File: config.mk
export PLATFORM = sky130hd
export DESIGN_NAME = ascii85_stream_encoder
export DESIGN_NICKNAME = d
export VERILOG_FILES = /design/src/design/a85enc_pkg.sv /design/src/design/a85enc_front.sv /design/src/design/a85enc_fifo.sv /design/src/design/a85enc_back.sv /design/src/design/ascii85_stream_encoder.sv
export SDC_FILE = /design/constraint.sdc
export NUM_CORES = 1
export LEC_CHECK = 0
export ABC_CLOCK_PERIOD_IN_PS = 13700
export BUFFER_PORTS_ARGS = -buffer_cell sky130_fd_sc_hd__buf_2
export CAP_MARGIN = 20
export CORE_MARGIN = 1.5
export CORE_UTILIZATION = 50
export CTS_CLUSTER_SIZE = 12
export DETAILED_ROUTE_END_ITERATION = 12
export PLACE_DENSITY = 0.7
export SLEW_MARGIN = 0
export SYNTH_ARGS = -nofsm -noshare
export SYNTH_HDL_FRONTEND = slang
export SYNTH_SLANG_ARGS = --single-unit
File: constraint.sdc
create_clock -name clk -period 13.7 [get_ports clk]
set_clock_uncertainty 0.1 [all_clocks]
set_input_delay 1.37 -clock clk [delete_from_list [all_inputs] [get_ports clk]]
set_output_delay 1.37 -clock clk [all_outputs]
set_load 0.05 [all_outputs]
File: src/design/a85enc_pkg.sv
// Shared types and constants of the base-85 stream encoder.
package a85enc_pkg;

	// Reciprocal of 85 scaled by 2^38; the quotient is product[63:38].
	localparam logic [31:0] DIV85_MUL    = 32'hC0C0C0C1;
	localparam int          DIV85_SHIFT  = 38;
	localparam int          QUOT_W       = 26;
	localparam logic [6:0]  RADIX        = 7'd85;
	localparam logic [6:0]  DIGIT_OFFSET = 7'd33;
	localparam logic [6:0]  CHAR_Z       = 7'h7A;
	localparam logic [6:0]  CHAR_TILDE   = 7'h7E;
	localparam logic [6:0]  CHAR_GT      = 7'h3E;
	localparam int          NUM_DIGITS   = 5;

	// One padded group handed from the byte packer to the converter.
	typedef struct packed {
		logic [31:0] word;
		logic        fin;
	} job_t;

	// Queue head as seen by the converter.
	typedef struct packed {
		logic avail;
		job_t job;
	} head_t;

endpackage

File: src/design/a85enc_front.sv
// Byte packer: collects bytes into 32-bit groups and pushes finished groups.
module a85enc_front (
	input  logic              clk,
	input  logic              arst_n,
	input  logic              in_valid,
	output logic              in_stall,
	input  logic [7:0]        data_byte,
	input  logic              final_byte,
	input  logic              q_full,
	output logic              push,
	output a85enc_pkg::job_t  push_job
);

	logic [23:0] group_q;
	logic [1:0]  count_q;
	logic        accept;
	logic        close;

	assign in_stall = q_full;
	assign accept   = in_valid && !in_stall;
	assign close    = (count_q == 2'd3) || final_byte;
	assign push     = accept && close;

	// Left-justify the held bytes and the new one, padding with zero bytes.
	always_comb begin
		case (count_q)
			2'd0:    push_job.word = {data_byte, 24'h0};
			2'd1:    push_job.word = {group_q[7:0], data_byte, 16'h0};
			2'd2:    push_job.word = {group_q[15:0], data_byte, 8'h0};
			default: push_job.word = {group_q, data_byte};
		endcase
		push_job.fin = final_byte;
	end

	always_ff @(posedge clk or negedge arst_n) begin
		if (!arst_n) begin
			group_q <= '0;
			count_q <= '0;
		end else if (accept) begin
			if (close) begin
				group_q <= '0;
				count_q <= '0;
			end else begin
				group_q <= {group_q[15:0], data_byte};
				count_q <= count_q + 2'd1;
			end
		end
	end

endmodule

File: src/design/a85enc_fifo.sv
// Short queue of padded groups between the byte packer and the converter.
module a85enc_fifo #(
	parameter int DEPTH = 2
) (
	input  logic               clk,
	input  logic               arst_n,
	input  logic               push,
	input  a85enc_pkg::job_t   push_job,
	output logic               full,
	input  logic               pop,
	output a85enc_pkg::head_t  head
);

	localparam int PTR_W = (DEPTH > 1) ? $clog2(DEPTH) : 1;
	localparam int CNT_W = $clog2(DEPTH + 1);
	localparam logic [PTR_W-1:0] LAST_PTR = PTR_W'(DEPTH - 1);
	localparam logic [CNT_W-1:0] FULL_CNT = CNT_W'(DEPTH);

	a85enc_pkg::job_t  slot_q [DEPTH];
	logic [PTR_W-1:0]  wr_ptr_q;
	logic [PTR_W-1:0]  rd_ptr_q;
	logic [CNT_W-1:0]  count_q;
	logic              do_push;
	logic              do_pop;

	assign full       = (count_q == FULL_CNT);
	assign head.avail = (count_q != '0);
	assign head.job   = slot_q[rd_ptr_q];
	assign do_push    = push && !full;
	assign do_pop     = pop && head.avail;

	always_ff @(posedge clk) begin
		if (do_push) begin
			slot_q[wr_ptr_q] <= push_job;
		end
	end

	always_ff @(posedge clk or negedge arst_n) begin
		if (!arst_n) begin
			wr_ptr_q <= '0;
			rd_ptr_q <= '0;
			count_q  <= '0;
		end else begin
			if (do_push) begin
				wr_ptr_q <= (wr_ptr_q == LAST_PTR) ? '0 : wr_ptr_q + 1'b1;
			end
			if (do_pop) begin
				rd_ptr_q <= (rd_ptr_q == LAST_PTR) ? '0 : rd_ptr_q + 1'b1;
			end
			if (do_push && !do_pop) begin
				count_q <= count_q + 1'b1;
			end else if (do_pop && !do_push) begin
				count_q <= count_q - 1'b1;
			end
		end
	end

endmodule

File: src/design/a85enc_back.sv
// Converter: turns one group into base-85 characters and drives the output beat.
module a85enc_back (
	input  logic               clk,
	input  logic               arst_n,
	input  a85enc_pkg::head_t  head,
	output logic               pop,
	output logic               out_valid,
	input  logic               out_stall,
	output logic [6:0]         out_char,
	output logic               run_last,
	output logic               stream_done
);

	typedef enum logic [2:0] {
		ST_IDLE,
		ST_MUL,
		ST_SUB,
		ST_EMIT,
		ST_TILDE,
		ST_GT
	} state_t;

	state_t                          state_q;
	logic [31:0]                     word_q;
	logic                            fin_q;
	logic                            zero_q;
	logic [a85enc_pkg::QUOT_W-1:0]   quot_q;
	logic [6:0]                      dig_q [a85enc_pkg::NUM_DIGITS];
	logic [2:0]                      idx_q;
	logic                            out_valid_q;
	logic [6:0]                      out_char_q;
	logic                            run_last_q;
	logic                            done_q;

	logic        load_ok;
	logic        out_load;
	logic [63:0] product;
	logic [6:0]  quot_x85;
	logic [6:0]  digit;
	logic        last_char;
	logic [6:0]  emit_char;

	assign load_ok  = !out_valid_q || !out_stall;
	assign out_load = load_ok && (state_q inside {ST_EMIT, ST_TILDE, ST_GT});
	assign pop      = (state_q == ST_IDLE) && head.avail;
	assign product  = 64'(word_q) * 64'(a85enc_pkg::DIV85_MUL);
	// The remainder is below 85, so seven bits of the subtraction suffice.
	assign quot_x85 = quot_q[6:0] * a85enc_pkg::RADIX;
	assign digit    = word_q[6:0] - quot_x85;
	assign last_char = zero_q || (idx_q == 3'(a85enc_pkg::NUM_DIGITS - 1));
	assign emit_char = zero_q ? a85enc_pkg::CHAR_Z
	                          : dig_q[idx_q] + a85enc_pkg::DIGIT_OFFSET;

	assign out_valid   = out_valid_q;
	assign out_char    = out_char_q;
	assign run_last    = run_last_q;
	assign stream_done = done_q;

	always_ff @(posedge clk) begin
		if (state_q == ST_SUB) begin
			dig_q[idx_q] <= digit;
		end
	end

	always_ff @(posedge clk or negedge arst_n) begin
		if (!arst_n) begin
			state_q     <= ST_IDLE;
			word_q      <= '0;
			fin_q       <= 1'b0;
			zero_q      <= 1'b0;
			quot_q      <= '0;
			idx_q       <= '0;
			out_valid_q <= 1'b0;
			out_char_q  <= '0;
			run_last_q  <= 1'b0;
			done_q      <= 1'b0;
		end else begin
			if (out_load) begin
				out_valid_q <= 1'b1;
			end else if (!out_stall) begin
				out_valid_q <= 1'b0;
			end
			unique case (state_q)
				ST_IDLE: begin
					if (head.avail) begin
						word_q  <= head.job.word;
						fin_q   <= head.job.fin;
						zero_q  <= (head.job.word == '0);
						idx_q   <= (head.job.word == '0) ? 3'd0
						                                   : 3'(a85enc_pkg::NUM_DIGITS - 1);
						state_q <= (head.job.word == '0) ? ST_EMIT : ST_MUL;
					end
				end
				ST_MUL: begin
					quot_q  <= product[63:a85enc_pkg::DIV85_SHIFT];
					state_q <= ST_SUB;
				end
				ST_SUB: begin
					word_q <= 32'(quot_q);
					if (idx_q == 3'd0) begin
						state_q <= ST_EMIT;
					end else begin
						idx_q   <= idx_q - 3'd1;
						state_q <= ST_MUL;
					end
				end
				ST_EMIT: begin
					if (load_ok) begin
						out_char_q  <= emit_char;
						run_last_q  <= last_char && !fin_q;
						done_q      <= 1'b0;
						if (last_char) begin
							state_q <= fin_q ? ST_TILDE : ST_IDLE;
						end else begin
							idx_q <= idx_q + 3'd1;
						end
					end
				end
				ST_TILDE: begin
					if (load_ok) begin
						out_char_q  <= a85enc_pkg::CHAR_TILDE;
						run_last_q  <= 1'b0;
						done_q      <= 1'b0;
						state_q     <= ST_GT;
					end
				end
				ST_GT: begin
					if (load_ok) begin
						out_char_q  <= a85enc_pkg::CHAR_GT;
						run_last_q  <= 1'b1;
						done_q      <= 1'b1;
						state_q     <= ST_IDLE;
					end
				end
				default: begin
					state_q <= ST_IDLE;
				end
			endcase
		end
	end

endmodule

File: src/design/ascii85_stream_encoder.sv
// Top level of the base-85 stream encoder: byte packer, group queue and converter.
//
//  channel | valid     | stall     | beat fields
//  --------+-----------+-----------+--------------------------------------
//  input   | in_valid  | in_stall  | data_byte, final_byte
//  output  | out_valid | out_stall | out_char, run_last, stream_done
//
// The packer only stalls when the group queue is full. The converter takes a
// group from the queue, then for a nonzero group runs a 32x32 reciprocal multiply
// and a remainder step for each of five digits, on one shared unit, then emits its
// characters as the output accepts them: five for a nonzero group of four bytes,
// a single 'z' for a zero group, and the two trailer characters after a final
// group. Reset clears the open group, the queue and the output register; a stall
// on the output holds the current beat and the converter waits, while the packer
// keeps taking bytes until the queue fills.
module ascii85_stream_encoder #(
	parameter int QUEUE_DEPTH = 2
) (
	input  logic       clk,
	input  logic       arst_n,
	input  logic       in_valid,
	output logic       in_stall,
	input  logic [7:0] data_byte,
	input  logic       final_byte,
	output logic       out_valid,
	input  logic       out_stall,
	output logic [6:0] out_char,
	output logic       run_last,
	output logic       stream_done
);

	// Handoff between the packer and the queue.
	logic              q_full;
	logic              push;
	a85enc_pkg::job_t  push_job;

	// Handoff between the queue and the converter.
	logic              pop;
	a85enc_pkg::head_t head;

	// The front packs bytes big-endian and pads the final group with zeros.
	a85enc_front u_front (
		.clk        (clk),
		.arst_n     (arst_n),
		.in_valid   (in_valid),
		.in_stall   (in_stall),
		.data_byte  (data_byte),
		.final_byte (final_byte),
		.q_full     (q_full),
		.push       (push),
		.push_job   (push_job)
	);

	// The queue decouples the two sides so each can stall on its own.
	a85enc_fifo #(
		.DEPTH (QUEUE_DEPTH)
	) u_fifo (
		.clk      (clk),
		.arst_n   (arst_n),
		.push     (push),
		.push_job (push_job),
		.full     (q_full),
		.pop      (pop),
		.head     (head)
	);

	// The back converts each group to digits and emits characters and trailer.
	a85enc_back u_back (
		.clk         (clk),
		.arst_n      (arst_n),
		.head        (head),
		.pop         (pop),
		.out_valid   (out_valid),
		.out_stall   (out_stall),
		.out_char    (out_char),
		.run_last    (run_last),
		.stream_done (stream_done)
	);

endmodule

==> flow_summary.ini <==
[outcome]
outcome = finished clean

[setup_path]
crit_chain = ha_1 > ha_1 > inv_1 > fa_1 > inv_1 > fa_1 > inv_1 > fa_1 > fa_1 > fa_1 > inv_1 > ha_1 > ha_1 > a21oi_1 > a21boi_1 > a311oi_1 > o2111ai_2 > a21oi_1 > o21bai_1 > xnor2_1 > o21ai_0
required_ps = 13960
reg2reg_from = u_back.word_q[7]
crit_fanout = 7
max_stage_delay_ps = 590
cpMaxStageDelayCell = a311oi_1
r2r_cells = 21
crit_type = flip-flop to flip-flop
r2r_end = u_back.quot_q[12]
cpMostUsedCell = fa_1
endpoint = u_back.quot_q[12]
crit_path_end_kind = flip-flop
r2r_slack_ps = 6510
startpoint_type = flip-flop
cp-startpoint = u_back.word_q[7]
arrival_ps = 7450
crit_buf_inv = 4
crit_cells = 21
critical-path-top-delay-family = adder cells

[timing]
fmax_ghz = 0.139
tns_ps = 0
worst_pin_slew_ps = 1020
finalCritPeriodShare_pct = 52.5
setup_viol = 0
rsz0062_at_grt = no
post-route-min-period_ps = 7190
relSlewSlack_pct = 32.1
finalHoldViolations = 0
drv_slew = 0

[route]
drtIter0Drc = 1090
drcViolationCount = 0
dr.pass1.iters = 6
vias = 13800
avgViaCountPerCell = 5.71
drt-total-wl_microns = 49600
wl_per_cell_microns = 20.5
ant_nets = 0

[floorplan]
core_sq_um = 38700
die_w_microns = 201
die_h_microns = 201
io_pins = 24
rows = 72
start_util_pct = 50.7
dieArea_sq_um = 40500

[synth]
yosys_warnings = 0
yosysSeqAreaShare_pct = 28.9
netlist_area_sq_um = 19700
synth_top_family_by_area = adder cells
syn_avg_cell_area_sq_um = 10.4
synth-main-ff-cell = dfrtp_1
synth_simple_gate_area_share_pct = 7.66
synthCells = 1890
synth_xor_area_share_pct = 1.96
ys_ff_latch = 207
muxShareOfSynthArea_pct = 3.31
synth_compound_area_share_pct = 11.4
ys_types = 74
syn-num-nets = 2409
synthAdderAreaFrac_pct = 38.8
synth_enable_flop_cells = 101
async_flop_share_pct = 51.2

[job]
maxCapViolCount = 0

[cts]
root_buffer = clkbuf_16
hold_buffers = 0
post_cts_resized = 0
clkTransAtPathRegs_ps = 60
cts_max_level = 1
clock_latency_ps = 520
clkSinkCount = 207
cts_tree = yes
postCtsSetupRepairBufs = 0
cts_made_buffers = 22
ctsLongestPathBuffers = 3

[placed_design]
dp_hpwl_microns = 41300
place.gp.congestion = 1.02
place.port_buffers = 23

[hold_path]
hold_class = flip-flop to flip-flop
hold_start = u_back.out_char[5]

[finish]
final_nets = 2407
mostFrequentLayoutCell = inv_1
n_antenna_cell = 0
syn2layout_area_growth_pct = 6.87
post_route_cells_drive_above_1_share_pct = 5.04
layout_common_cells = inv_1 (356), ha_1 (334), fa_1 (172)

[global_route]
grt_start_max_net_pins = 69
grt_overflow_total = 0
antenna_found_initial = 0
grt_pass1_wl_microns = 79100
grt_usage_pct = 25.0
grt_pass1_vias = 14100
-- layout make-up --
cell class / instances / area (sq um)
fill: 3453 / 17700
multi-input combinational: 1268 / 12400
sequential: 207 / 5690
inverter: 357 / 1340
clock buffer: 36 / 654
tap: 518 / 648
timing repair buffer: 32 / 193
clock inverter: 4 / 43.8
-- worst register-to-register path, cell delays in order (launching register included) --
cell and delay, ps:
dfrtp_1 480, ha_1 380, ha_1 340, inv_1 60, fa_1 530, inv_1 50
fa_1 530, inv_1 70, fa_1 510, fa_1 520, fa_1 540, inv_1 40
ha_1 290, ha_1 380, a21oi_1 200, a21boi_1 90, a311oi_1 590, o2111ai_2 370
a21oi_1 340, o21bai_1 190, xnor2_1 310, o21ai_0 150
-- registers in the layout, indices dropped and copies added (netlist names), 3 cells and up --
signal / count
u_back.idx_q: 3
u_back.quot_q: 26
u_fifo.slot_q: 66
u_back.word_q: 32
u_back.dig_q: 35
u_back.state_q: 3
u_front.group_q: 24
u_back.out_char: 7
-- through the flow --
step	area, sq um	cells	utilization (%)	hold slack (ps)	worst slack [ps]
2_1_floorplan	19700	1890	-	342	7390
3_3_place_gp	20300	2381	52.4	361	6730
3_5_place_dp	20300	2382	52.4	367	6650
4_1_cts	21000	2422	54.2	380	6600
5_1_grt	21000	2422	54.2	407	6270
6_report	21000	2422	54.2	380	6510
-- logic make-up (layout without fill, tap and decap cells) --
group,after synthesis,in the layout
and+or+nand+nor,324,324
DFF,207,207
AOI/OAI and AO/OA,338,338
muxes,56,56
xor gates and xnor gates,44,44
adders and majority gates,506,506
buffers and inverters,415,429
-- routing by layer --
| layer | vias up | wire length [microns] | part of all wire [%] | track usage (%) |
|---|---|---|---|---|
| met5 | - | 0 | 0 | 0 |
| met2 | 434 | 22400 | 45 | 39.5 |
| met3 | 76 | 2730 | 5.5 | 2.74 |
| li1 | 6460 | - | - | - |
| met1 | 6849 | 22700 | 46 | 36.1 |
| met4 | 0 | 1760 | 3.5 | 8.29 |
-- worst min path at each step --
stage	endpoint	cells past startpoint
2_1_floorplan	u_back.word_q[23]	2
3_3_place_gp	u_back.word_q[7]	2
3_5_place_dp	u_back.out_char[0]	2
4_1_cts	u_back.out_char[0]	2
5_1_grt	u_back.quot_q[7]	2
6_report	u_back.out_char[5]	2
-- Yosys cell counts, drive strengths merged (11+ instances only) --
cell	instances	area share, %
a211oi	19	0.75
clkbuf	51	0.97
nor2	54	1.0
a21o	13	0.50
a21oi	67	1.7
xnor2	33	1.5
and2	15	0.49
xor2	11	0.49
nand4	22	0.70
fa	172	18
nand3	22	0.56
nor4	12	0.41
dfrtp	106	13
nor3	20	0.53
nand2	148	2.8
a22o	33	1.5
mux2i	47	2.4
ha	334	21
inv	357	6.8
edfxtp	101	15
o21ai	123	3.1
Power is not shown: default switching activity piles up to over one toggle a cycle in this logic, so the estimate is an artifact.
